<file path="config.mk">
export PLATFORM = sky130hd
export DESIGN_NAME = bsb_ram
export DESIGN_NICKNAME = d
export VERILOG_FILES = /design/src/rtl/bounded_stack_bank_core_assert.svh /design/src/rtl/bsb_ram.sv
export SDC_FILE = /design/constraint.sdc
export NUM_CORES = 2
export LEC_CHECK = 0
export ABC_CLOCK_PERIOD_IN_PS = 9000
export BUFFER_PORTS_ARGS = -buffer_cell sky130_fd_sc_hd__buf_2
export CAP_MARGIN = 20
export CELL_PAD_IN_SITES_DETAIL_PLACEMENT = 1
export CELL_PAD_IN_SITES_GLOBAL_PLACEMENT = 2
export CORE_ASPECT_RATIO = 0.7
export CORE_UTILIZATION = 55
export CTS_CLUSTER_SIZE = 40
export DETAILED_ROUTE_END_ITERATION = 10
export PLACE_DENSITY = 0.9
export RECOVER_POWER = 100
export SYNTH_ARGS = -nofsm -noshare
export SYNTH_HDL_FRONTEND = slang
export SYNTH_SLANG_ARGS = --single-unit
export TNS_END_PERCENT = 50
</file>
<file path="constraint.sdc">
create_clock -name clock -period 9 [get_ports clock]
set_clock_uncertainty 0.15 [all_clocks]
set_input_delay 0.9 -clock clock [delete_from_list [all_inputs] [get_ports clock]]
set_output_delay 0.9 -clock clock [all_outputs]
set_load 0.01 [all_outputs]
</file>
<file path="src/rtl/bounded_stack_bank_core_assert.svh">
// Assertion macros shared by the stack bank RTL.
// Define ASSERT_OFF to compile every check to nothing.
`ifndef BOUNDED_STACK_BANK_CORE_ASSERT_SVH
`define BOUNDED_STACK_BANK_CORE_ASSERT_SVH
`ifndef ASSERT_OFF
`define ASSERT_IMPLIES(label, clk, rst, ante, cons) \
   label: assert property (@(posedge clk) disable iff (rst) (ante) |-> (cons)) \
      else $error("stack bank assertion failed");
`define ASSERT_NEXT(label, clk, rst, ante, cons) \
   label: assert property (@(posedge clk) disable iff (rst) (ante) |=> (cons)) \
      else $error("stack bank assertion failed");
`else
`define ASSERT_IMPLIES(label, clk, rst, ante, cons)
`define ASSERT_NEXT(label, clk, rst, ante, cons)
`endif
`endif

</file>
<file path="src/rtl/bsb_ram.sv">
// Generic single-write, single-read synchronous RAM with registered read data.
// Standalone; used for the plate store and the fill counts.
module bsb_ram #(
   parameter int WIDTH = 32,
   parameter int DEPTH = 64
) (
   input  logic                     clock,
   input  logic                     wr_en,
   input  logic [$clog2(DEPTH)-1:0] wr_addr,
   input  logic [WIDTH-1:0]         wr_data,
   input  logic                     rd_en,
   input  logic [$clog2(DEPTH)-1:0] rd_addr,
   output logic [WIDTH-1:0]         rd_data
);

   logic [WIDTH-1:0] mem_ff [DEPTH];
   logic [WIDTH-1:0] rd_data_ff;

   always_ff @(posedge clock) begin
      if (wr_en) begin
         mem_ff[wr_addr] <= wr_data;
      end
      // hold read data until the next read
      if (rd_en) begin
         rd_data_ff <= mem_ff[rd_addr];
      end
   end

   assign rd_data = rd_data_ff;

endmodule

</file>
# Yosys cells after proc, flatten, opt, wreduce, memory -nomap -nowiden
# Memory sizes are Yosys's and may differ from the RTL's. A register that Yosys moved wholly into a read port is not among the register bits.
# Cells that the tools add are included.
[word_totals]
n_memories = 1
mem_bits_rw = 2048
out_inout_bits = 32
inputBits = 47
register_bits = 0
[mem_list]
columns = ["name", "words", "word_bits", "read_ports", "rd_ports_with_merged_regs", "write_ports", "line", "source"]
rows = [
  ["mem_ff", 64, 32, 1, 1, 1, "bsb_ram.sv:16", "logic [WIDTH-1:0] mem_ff [DEPTH];"],
]
[op_classes]
mux = 2
[ops]
columns = ["operator", "n"]
rows = [
  ["two-way mux 1 bit", 2],
]

# Longest topological paths before layout
[logic_depth]
word_depth = 2
mapped_depth = 10
ltp_nobuf = 5

# Least setup slack after synthesis
# OpenSTA, ideal clock, no wires.
[synth_timing]
path_kind = "input -> register"
start = "input wr_addr[3]"
end = "memory mem_ff[48][0], enable pin"
setup_slack_ns = 4.790
setup_time_ns = 0.461
arrival_time_ns = 3.599
cell_stages = 4
path_buffers = 1
t_required_ns = 8.389
path_cell_list = "clkbuf_1 -> nor2b_1 -> nand4b_1 -> nor3_1"
[synth_rtl]
columns = ["element", "line", "source"]
rows = [
  ["from (decl)", "bsb_ram.sv:9", "input logic [$clog2(DEPTH)-1:0] wr_addr,"],
  ["to (decl)", "bsb_ram.sv:16", ""],
]
# Straight into the memory's write port.

==> impl_results.md <==
- Hold path depth: 1
- Mapped Area: 78800 um2
- Initial antenna violation count: 16
- CP endpoint kind: register
- Reg2reg end: rd_data[10]$_DFFE_PP_
- Failing checks: capacitance limit, slew limit
- Row count: 115
- Largest net degree at the start of global routing: 91
- DRC Markers: 0
- All-Layer GR Usage: 31.8%
- Worst Min Path Start: wr_data[31]
- Pins Over Slew Limit: 3972
- DPL Wire Length: 120000 um
- Total number of vias: 39.2k
- Seq pwr share: 54.5%
- Top FF cell, synth: edfxtp_1
- Clock transition at the registers of the reported paths: 70 ps
- Setup TNS Final: 0 ps
- Reg2reg path depth: 5
- Post-Syn Nets: 3371
- Post-Synth Simple-Gate Area: 1.26%
- Tightest Pin Transition: 3920 ps
- Share of the synthesized area in the top cell type: 79.2%
- CTS tree: built
- Leak: 26.8 nW
- Critical Path Fanout Max: 88
- Comb power frac: 5.0%
- Number of fill cells in the layout: 11.2k
- Share of layout cells above drive strength 1: 24.6%
- Hold_buf cts: 0
- Data required, critical path: 9410 ps
- Hold Path Class: input pin to register
- Crit share post-route: 69.3%
- Post-synthesis compound-gate area fraction: 1.67%
- Reg2reg start: mem_ff[38][10]$_DFFE_PP_
- Top cell type by total area after synthesis: edfxtp_1
- Outcome: finished with violations
- FF+latch count, synth: 2080
- WS Path Type: input pin to register
- Mux share of post-synthesis cell area: 16.7%
- Syn_area_per_cell: 23.7 um2
- Peak VDD IR: 213 uV
- DP Area: 82100 um2
- Internal power: 0.0155 W
- Vias in the first global route: 40.5k
- Layout Nets: 3585
- ANT nets after route: 0
- WL final: 228000 um
- Initial Util: 55.8%
- CTS Buf Count: 185
- Clock sink count: 2080
- Io pins: 79
- Setup Viol. Count Final: 0
- Final Core Density: 62.1%
- Syn-to-layout area delta: 11.2%
- Switching Share: 21.8%
- Mapped Cells: 3324
- Max_slew headroom: -161%
- Commonest cells post-synth: 2080 x edfxtp_1, 544 x mux4_2, 137 x nor2_1
- Clock power share: 40.5%
- Async S/R FF share, synth: 0%
- Fin area: 87700 um2
- Largest cells by area after synthesis: edfxtp_1 79%, mux4_2 16%, mux2i_1 1.2%
- Min Clock Period, post-route: 6240 ps
- Port bufs: 78
- Count leader, synth: edfxtp_1
- Yosys synthesis warning count: 0
- RSZ-0062 raised after global routing: no
- Hold slack final: 337 ps
- Routability Congestion: 0.805
- Clk Latency, worst-skew pair: 860 ps
- Area share of fa/ha/maj cells after synthesis: 0%
- Synth cell types: 33
- FF-to-FF setup slack: 6330 ps
- DR vias/cell: 7.05
- Net Sw Power: 0.00432 W
- Seq/Total Area, Yosys: 79.2%
- # H-tree levels: 4
- Total of max-cap violations: 109
- Core Box Area: 141000 um2
- Post-CTS Resized: 0
- Post-CTS setup buffer count: 0
- First-pass GRT wire length: 315000 um
- Post-synth EDFFs: 2080
- Largest family of logic cells by synthesized area: multiplexers
- Die height: 319 um
- Wirelength per Cell: 41.0 um
- Final hold vios: 0
- Die width: 455 um
- Overflow after GRT: 0
- Root Driver: clkbuf_16
- XOR/XNOR share of the synthesized area: 0%
- Arrival @ worst endpoint: 6640 ps
- DR iter-0 viols: 6348
- Die ar.: 145000 um2
- Power Density: 226 nW/um2
- Hold path endpoint: mem_ff[0][31]$_DFFE_PP_
- Max frequency: 0.160 GHz
- Crit start category: input pin
- Pre-antenna DRT Iters: 6
- Deepest clock path buffer count: 3
[power groups by stage]
stage / combinational [W] / sequential [W] / clock (W)
after floorplan: 0.000522 / 0.0110 / 0
after global placement: 0.000916 / 0.0110 / 0
after detailed placement: 0.000962 / 0.0110 / 0
after CTS: 0.000977 / 0.0108 / 0.00807
after global routing: 0.00102 / 0.0108 / 0.00836
final: 0.000988 / 0.0108 / 0.00803
[layout by cell type (no fill, tap or decap), drive strengths merged, types with 2 or more instances in the layout]
cell,count
nand3b,5
or2,3
or3,3
inv,6
mux4,544
a21oi,62
nand2,26
clkbuf,393
nor2,137
nand3,5
edfxtp,2080
and3,4
o22ai,84
a22oi,12
buf,46
a311oi,8
o32ai,4
nand2b,8
nor3,7
clkinv,79
bufinv,19
diode,6
and2,2
a41o,4
nand4,2
nor2b,15
o221ai,27
clkinvlp,5
mux2i,93
or3b,5
[routing by layer]
| layer | wire length [um] | up-vias | GRT usage (%) |
|---|---|---|---|
| met5 | 46 | - | 0 |
| met4 | 9550 | 8 | 12.0 |
| met2 | 109000 | 3116 | 49.3 |
| met1 | 82100 | 20900 | 45.1 |
| met3 | 27900 | 531 | 6.54 |
| li1 | - | 14700 | - |
[cells by family after synthesis]
kind of cell,count (synthesis)
flip-flops,2080
multiplexers,637
buffers and inverters,182
AND/OR/NAND/NOR,223
AO/OA/AOI/OAI,202
[sequential cells by signal (all words and copies together) (netlist names)]
signal	cells
mem_ff	2048
rd_data	32
[worst max-delay path, cell delays in order]
cell,delay [ps]
buf_8,610
clkbuf_1,2470
nand3b_1,1230
o221ai_1,510
a21oi_1,130
a21oi_1,510
nor2_1,110
[final cells by class]
type | count | area, um2 | share of cell area (%)
flip-flops and latches | 2080 | 62500 | 71.2
multi-input cells | 1062 | 15900 | 18.1
clock buffers | 230 | 4860 | 5.54
diodes | 6 | 15.0 | 0.0171
well taps | 1872 | 2340 | 2.67
repair buffers | 209 | 1020 | 1.17
clock inverters | 109 | 1130 | 1.29
[per-stage QoR]
stage	setup WS [ps]	power, W	instances
floorplan	4790	0.0115	3324
global placement	4460	0.0119	5195
detailed placement	4360	0.0120	5196
CTS	5170	0.0198	5535
global route	2690	0.0202	5566
finish	2760	0.0198	5568
[how the worst max path moves through the flow]
stage | end | slack [ps] | startpoint
4_1_cts | rd_data[18]$_DFFE_PP_ | 5170 | rd_addr[3]
5_1_grt | rd_data[30]$_DFFE_PP_ | 2690 | rd_addr[1]
3_5_place_dp | rd_data[18]$_DFFE_PP_ | 4360 | rd_addr[3]
6_report | rd_data[30]$_DFFE_PP_ | 2760 | rd_addr[1]
2_1_floorplan | mem_ff[48][0]$_DFFE_PP_ | 4790 | wr_addr[3]
3_3_place_gp | rd_data[1]$_DFFE_PP_ | 4460 | rd_addr[0]
Power figures use the tool's default switching activity.
