==> src/rtl/bounded_stack_bank_core_assert.svh <==
// Assertion macros shared by the stack bank RTL.
// Define ASSERT_OFF to compile every check to nothing.
`ifndef BOUNDED_STACK_BANK_CORE_ASSERT_SVH
`define BOUNDED_STACK_BANK_CORE_ASSERT_SVH
`ifndef ASSERT_OFF
`define ASSERT_IMPLIES(label, clk, rst, ante, cons) \
   label: assert property (@(posedge clk) disable iff (rst) (ante) |-> (cons)) \
      else $error("stack bank assertion failed");
`define ASSERT_NEXT(label, clk, rst, ante, cons) \
   label: assert property (@(posedge clk) disable iff (rst) (ante) |=> (cons)) \
      else $error("stack bank assertion failed");
`else
`define ASSERT_IMPLIES(label, clk, rst, ante, cons)
`define ASSERT_NEXT(label, clk, rst, ante, cons)
`endif
`endif

==> src/rtl/bsb_pkg.sv <==
// Shared constants, codes and structs of the stack bank.
// No dependencies; bsb_flags and the stack bank top import it.
package bsb_pkg;

   localparam int NUM_STACKS = 64;
   localparam int MAX_DEPTH  = 16;
   localparam int STACK_W    = $clog2(NUM_STACKS);
   localparam int DEPTH_W    = (MAX_DEPTH > 1) ? $clog2(MAX_DEPTH) : 1;
   localparam int CNT_W      = $clog2(MAX_DEPTH + 1);
   localparam int PLATE_W    = 32;
   localparam int CAP_W      = 5;
   localparam int PLATE_AW   = STACK_W + DEPTH_W;
   localparam int PLATE_DEPTH = NUM_STACKS * (1 << DEPTH_W);

   localparam logic [CAP_W-1:0] CAP_RESET = CAP_W'(8);

   typedef enum logic [1:0] {
      OP_PUSH   = 2'd0,
      OP_POP    = 2'd1,
      OP_POP_AT = 2'd2
   } op_type;

   typedef enum logic [1:0] {
      ST_OK    = 2'd0,
      ST_EMPTY = 2'd1,
      ST_FULL  = 2'd2
   } status_type;

   typedef struct packed {
      logic               found;
      logic [STACK_W-1:0] stack;
   } pick_type;

   typedef struct packed {
      logic               en;
      logic [STACK_W-1:0] stack;
      logic               nonempty;
      logic               full;
   } flag_upd_type;

   // Clamp the capacity register into 1..MAX_DEPTH.
   function automatic logic [CNT_W-1:0] eff_cap(input logic [CAP_W-1:0] cap);
      logic [CNT_W-1:0] res;
      if (cap == '0) begin
         res = CNT_W'(1);
      end else if ({1'b0, cap} > (CAP_W+1)'(MAX_DEPTH)) begin
         res = CNT_W'(MAX_DEPTH);
      end else begin
         res = CNT_W'(cap);
      end
      return res;
   endfunction

endpackage

==> src/rtl/bsb_flags.sv <==
// Per-stack non-empty and full flags with the priority encoders that pick a stack.
// Depends on bsb_pkg and the assertion macro header.
`include "bounded_stack_bank_core_assert.svh"

module bsb_flags
   import bsb_pkg::*;
(
   input  logic               clock,
   input  logic               reset,
   input  flag_upd_type       upd,
   input  logic [1:0]         op,
   input  logic [STACK_W-1:0] idx,
   output pick_type           pick,
   output logic [NUM_STACKS-1:0] nonempty_vec
);

   logic [NUM_STACKS-1:0] nonempty_ff;
   logic [NUM_STACKS-1:0] full_ff;
   logic [STACK_W-1:0]    low_open;
   logic [STACK_W-1:0]    high_used;

   always_ff @(posedge clock) begin
      if (reset) begin
         nonempty_ff <= '0;
         full_ff     <= '0;
      end else if (upd.en) begin
         nonempty_ff[upd.stack] <= upd.nonempty;
         full_ff[upd.stack]     <= upd.full;
      end
   end

   // lowest stack with room, highest stack holding a plate
   always_comb begin
      low_open  = '0;
      high_used = '0;
      for (int i = NUM_STACKS - 1; i >= 0; i--) begin
         if (!full_ff[i]) begin
            low_open = STACK_W'(i);
         end
      end
      for (int i = 0; i < NUM_STACKS; i++) begin
         if (nonempty_ff[i]) begin
            high_used = STACK_W'(i);
         end
      end
   end

   always_comb begin
      case (op)
         OP_PUSH: begin
            pick.found = !(&full_ff);
            pick.stack = (&full_ff) ? '0 : low_open;
         end
         OP_POP: begin
            pick.found = |nonempty_ff;
            pick.stack = high_used;
         end
         OP_POP_AT: begin
            pick.found = nonempty_ff[idx];
            pick.stack = idx;
         end
         default: begin
            pick.found = 1'b0;
            pick.stack = '0;
         end
      endcase
   end

   assign nonempty_vec = nonempty_ff;

   `ASSERT_IMPLIES(a_full_has_plates, clock, reset, 1'b1, (full_ff & ~nonempty_ff) == '0)
   `ASSERT_IMPLIES(a_push_pick_open, clock, reset, (op == OP_PUSH) && pick.found, !full_ff[pick.stack])
   `ASSERT_NEXT(a_upd_lands, clock, reset, upd.en, nonempty_ff[$past(upd.stack)] == $past(upd.nonempty))

endmodule

==> config.mk <==
export PLATFORM = sky130hd
export DESIGN_NAME = bsb_flags
export DESIGN_NICKNAME = d
export VERILOG_FILES = /design/src/rtl/bsb_pkg.sv /design/src/rtl/bsb_flags.sv
export VERILOG_INCLUDE_DIRS = /design/src /design/src/rtl
export SDC_FILE = /design/constraint.sdc
export NUM_CORES = 1
export LEC_CHECK = 0
export BUFFER_PORTS_ARGS = -buffer_cell sky130_fd_sc_hd__buf_2
export CAP_MARGIN = 20
export CORE_MARGIN = 5
export CORE_UTILIZATION = 30
export CTS_CLUSTER_DIAMETER = 150
export CTS_CLUSTER_SIZE = 25
export DETAILED_ROUTE_END_ITERATION = 12
export GPL_ROUTABILITY_DRIVEN = 0
export SLEW_MARGIN = 20
export SYNTH_ARGS = -nofsm -noshare
export SYNTH_HDL_FRONTEND = slang
export SYNTH_SLANG_ARGS = --single-unit
==> constraint.sdc <==
create_clock -name clock -period 2.9 [get_ports clock]
set_input_delay 0.58 -clock clock [delete_from_list [all_inputs] [get_ports clock]]
set_output_delay 0.58 -clock clock [all_outputs]
set_load 0.1 [all_outputs]
# Word level (Yosys, flattened, before mapping)
# Index checks and enable logic that the tools add are counted.
# totals
regBits,128
in_bits,19
# classes
order_cmp,3
n_eq_ne,2
muxes,135
n_reduce_logical,5
# ops
op,count
$mux 6,127
$bwmux 64,2
$reduce_and 64->1,1
$reduce_or 64->1,1
$pmux 7 s3,1
$lt 6x7->1 const B,2
$bmux 1 s6,1
$demux 1 s6,1
$ge 6x1->1 const B,1
$mux 1,3
$eq 2x1->1 const B,1
$eq 2x2->1 const B,1
$logic_not 2->1,1
$logic_and 1x1->1,1
$logic_not 1->1,1

# Depth between registers and ports, before layout
# depth
depth_word,66
mapped_depth,7
mapped_depth_nobuf,6

# Least setup slack after synthesis
# No wires, ideal clock.
# synth_timing
path_kind,input to output
start,in op[1]
end,out pick[2] (netlist bit)
arrival_ns,3.446
required_ns,2.320
path_slack_ns,-1.126
path_stages,5
path_cell_list,clkbuf_1 nor2_1 o21ai_0 or3_1 o21ai_0
# synth_lines
item,line,text
from (decl),bsb_flags.sv:11,"input logic [1:0] op,"
to (decl),bsb_flags.sv:13,"output pick_type pick,"

==> impl_metrics.csv <==
group,metric,value,unit
run_status,failed_checks,"negative setup slack",
yosys,synth_top_area_frac,0.3533,
yosys,syn_area,7252,µm²
place,placed_cells,1465,
drt,post-route-drc-count,0,
sta,worstMarginPinSlew,0.7828,ns
finish,finalInstanceArea,9915,µm²
finish,final_cell_mix,"nand2_1, a21oi_1, buf_4",
drt,drtIter0Drc,990,
global_routing,grt.overflow.total,0,
floorplan,die_w,165.5,µm
finish,post-route-util,0.4199,
power,powerDensity,442.4,nW/µm²
global_routing,grt_usage,0.2174,
finish,fillers,2420,
floorplan,design.portCount,90,
sta,worst_slack,-0.2642,ns
cts,cts_tree,"yes",
drt,drt_first_pass_iters,6,
yosys,syn_avg_cell_area,7.237,µm²
drt,m1WireLength,12.98,mm
worst_setup_path,worstSetupPathType,"flop to output pin",
hold_path,hold_class,"flop to flop",
floorplan,coreArea,23610,µm²
drt,viasPerCell,5.701,
power,ir_drop,0.0003262,V
yosys,synth_edf_count,0,
yosys,synthAdderAreaFrac,0,
floorplan,start_util,0.3071,
finish,finalNonFillerCells,1511,
drt,drt_wl_total,29.72,mm
yosys,synthMuxAreaShare,0.07419,
yosys,yosys.area_share.simple,0.2974,
global_routing,grt_max_degree,129,
run,cap_violations,0,
cts,numClockSinks,128,
drt,wl_met3,3.402,mm
drt,topRoutingLayerUsed,"met4",
yosys,synth_area_leaders,"dfxtp_1, a21oi_1, nand2_1",
finish,drive_above_1_share,0.3314,
finish,area.growth.synth_to_final,36.71,%
sta,timing.fmax,316.0,MHz
yosys,yosysTopAreaCell,"dfxtp_1",
worst_setup_path,crit_top_cell,"mux4_2",
place,placed_cell_area,8950,µm²
yosys,synth_flop_cell,"dfxtp_1",
place,dpl_worst_slack,-0.3836,ns
sta,timing.final.crit_share,1.091,
sta,relSlewSlack,0.4762,
yosys,ys_seq_area_frac,0.3533,
cts,worstSkewPairLatency,0.41,ns
finish,final_common_cell,"nand2_1",
yosys,yosys_warnings,0,
place,numPortBuffers,89,
cts,clk_pin_slew_worst_paths,0.06,ns
yosys,synth.distinct_cells,52,
yosys,synth_compound_area_frac,0.2283,
global_routing,grt_pass1_vias,8026,
worst_setup_path,cpLargestDelayFamily,"multiplexers",
worst_setup_path,cp_max_fo,6,
sta,slew_viol_final,0,
worst_setup_path,worst_setup_path_end_kind,"output pin",
worst_setup_path,cp_slowest_stage_delay,0.47,ns
power,total_leakage_power,3.641,nW
floorplan,rows,56,
run_status,status,"finished with violations",
worst_setup_path,cp.arrival,2.58,ns
global_routing,antenna_found_initial,0,
sta,rsz0062_at_grt,"true",
finish,fin_nets,1199,
cts,clockRootBuffer,"clkbuf_16",
worst_setup_path,crit_chain,"buf_4 > mux4_2 > mux4_2 > mux2i_1 > nor3b_1 > or3_4 > buf_12",
sta,setup_viol_count_final,6,
drt,avgRoutedWirePerCell,19.67,µm
worst_setup_path,worst-path-buf-inv,2,
drt,num_vias,8614,
sta,finClkSkew,0,ns
drt,met2WireLength,12.66,mm
power,total_power,0.004386,W
yosys,ys_ff_latch,128,
yosys,synth_top_family_by_area,"simple AND/OR/NAND/NOR gates",
worst_setup_path,cp.required,2.32,ns
worst_setup_path,cp-start-kind,"flop",
yosys,async_reset_ff_frac,0,
drt,postRouteAntennaNets,0,
floorplan,die_area,27380,µm²
sta,finalHoldViolations,0,
finish,diodes,0,
cts,htreeDepth,4,
yosys,syn-num-nets,1021,
yosys,yosys.area_share.xor_xnor,0,
cts,numCtsBuffers,17,
yosys,netlist_instances,1002,
place,dpl.hpwl,21.40,mm
cts,clockBufferDepth,2,
worst_setup_path,crit_slowest_cell,"mux4_2",
floorplan,die_h,165.5,µm
sta,post-route-min-period,3.164,ns
global_routing,grt_pass1_wl,45.47,mm
[cells in the mapped netlist, drive strengths merged, types with 2 or more instances]
master,instances
a211o,3
a211oi,6
a21boi,3
a21o,4
a21oi,146
a221o,2
a22oi,2
a311oi,2
a31oi,9
and2,3
and3,4
and4,7
buf,5
clkbuf,65
dfxtp,128
inv,19
mux2i,11
mux4,19
nand2,188
nand2b,13
nand3,76
nand3b,2
nand4,22
nor2,77
nor2b,8
nor3,20
nor3b,4
nor4,15
o2111ai,3
o211ai,4
o21a,4
o21ai,83
o21bai,5
o311ai,4
o31ai,4
or2,3
or3,3
or3b,2
or4,12
[what timing repair did]
item | CTS | global route
resized for setup | 56 | 30
pin swaps | 17 | 15
hold buffers | 0 | 0
setup endpoints to repair | 7 | 7
buffers inserted | 9 | 6
gates cloned | 0 | 0
[registers in the layout, indices dropped and copies added (netlist names)]
signal        cells
nonempty_vec     64
full_ff          64
[worst paths after layout]
path / startpoint / to / slack, ns / depth (start not counted)
setup reg to reg: nonempty_vec[34] / nonempty_vec[34] / 1.96 / 4
setup / recovery: nonempty_vec[33] / pick[6] / -0.26 / 7
hold reg to reg: full_ff[2] / full_ff[2] / 0.49 / 2
hold / removal: full_ff[2] / full_ff[2] / 0.49 / 2
[power by group]
group / leakage [nW] / switching [W] / internal, W
logic: 2.29 / 0.000306 / 0.000138
clock network: 0.281 / 0.000820 / 0.00135
registers: 1.07 / 0.00000746 / 0.00176
total: 3.64 / 0.00113 / 0.00325
[cells by family (layout without fill, tap and decap cells)]
| group | count (synthesis) | after routing |
|---|---|---|
| AOI/OAI and AO/OA | 294 | 294 |
| buffers and inverters | 89 | 279 |
| DFF | 128 | 128 |
| muxes | 30 | 30 |
| and+or+nand+nor | 461 | 461 |
[worst reg2reg max path: cells and delay by family (launching register included)]
family	cells	cell delay (ns)
flops	1	0.32
buf+inv	2	0.31
compound gates	2	0.17
[layout make-up]
| cell class | count | area [µm²] | share of cell area |
|---|---|---|---|
| Timing Repair Buffer | 229 | 1643 | 0.1657 |
| Clock inverter | 8 | 105.1 | 0.01060 |
| Sequential cell | 128 | 2665 | 0.2688 |
| Multi-Input combinational cell | 785 | 4543 | 0.4582 |
| Inverter | 19 | 71.32 | 0.007193 |
| Tap cell | 319 | 399.1 | 0.04026 |
| Clock buffer | 23 | 488.0 | 0.04922 |
[metal layers]
layer | track usage | up-vias
met4 | 0.06374 | 0
met3 | 0.06279 | 55
met1 | 0.3040 | 4088
met5 | 0 | -
met2 | 0.3255 | 491
li1 | - | 3980
[metrics by stage]
stage	hold WS, ns	setup TNS (ns)
detailed placement	0.4833	-0.3836
CTS	0.4849	-0.9212
global placement	0.4705	-0.3613
finish	0.4870	-0.8810
floorplan	0.4532	-0.7285
global route	0.5101	-1.417
Note: power is estimated with default switching activity, not from simulation.
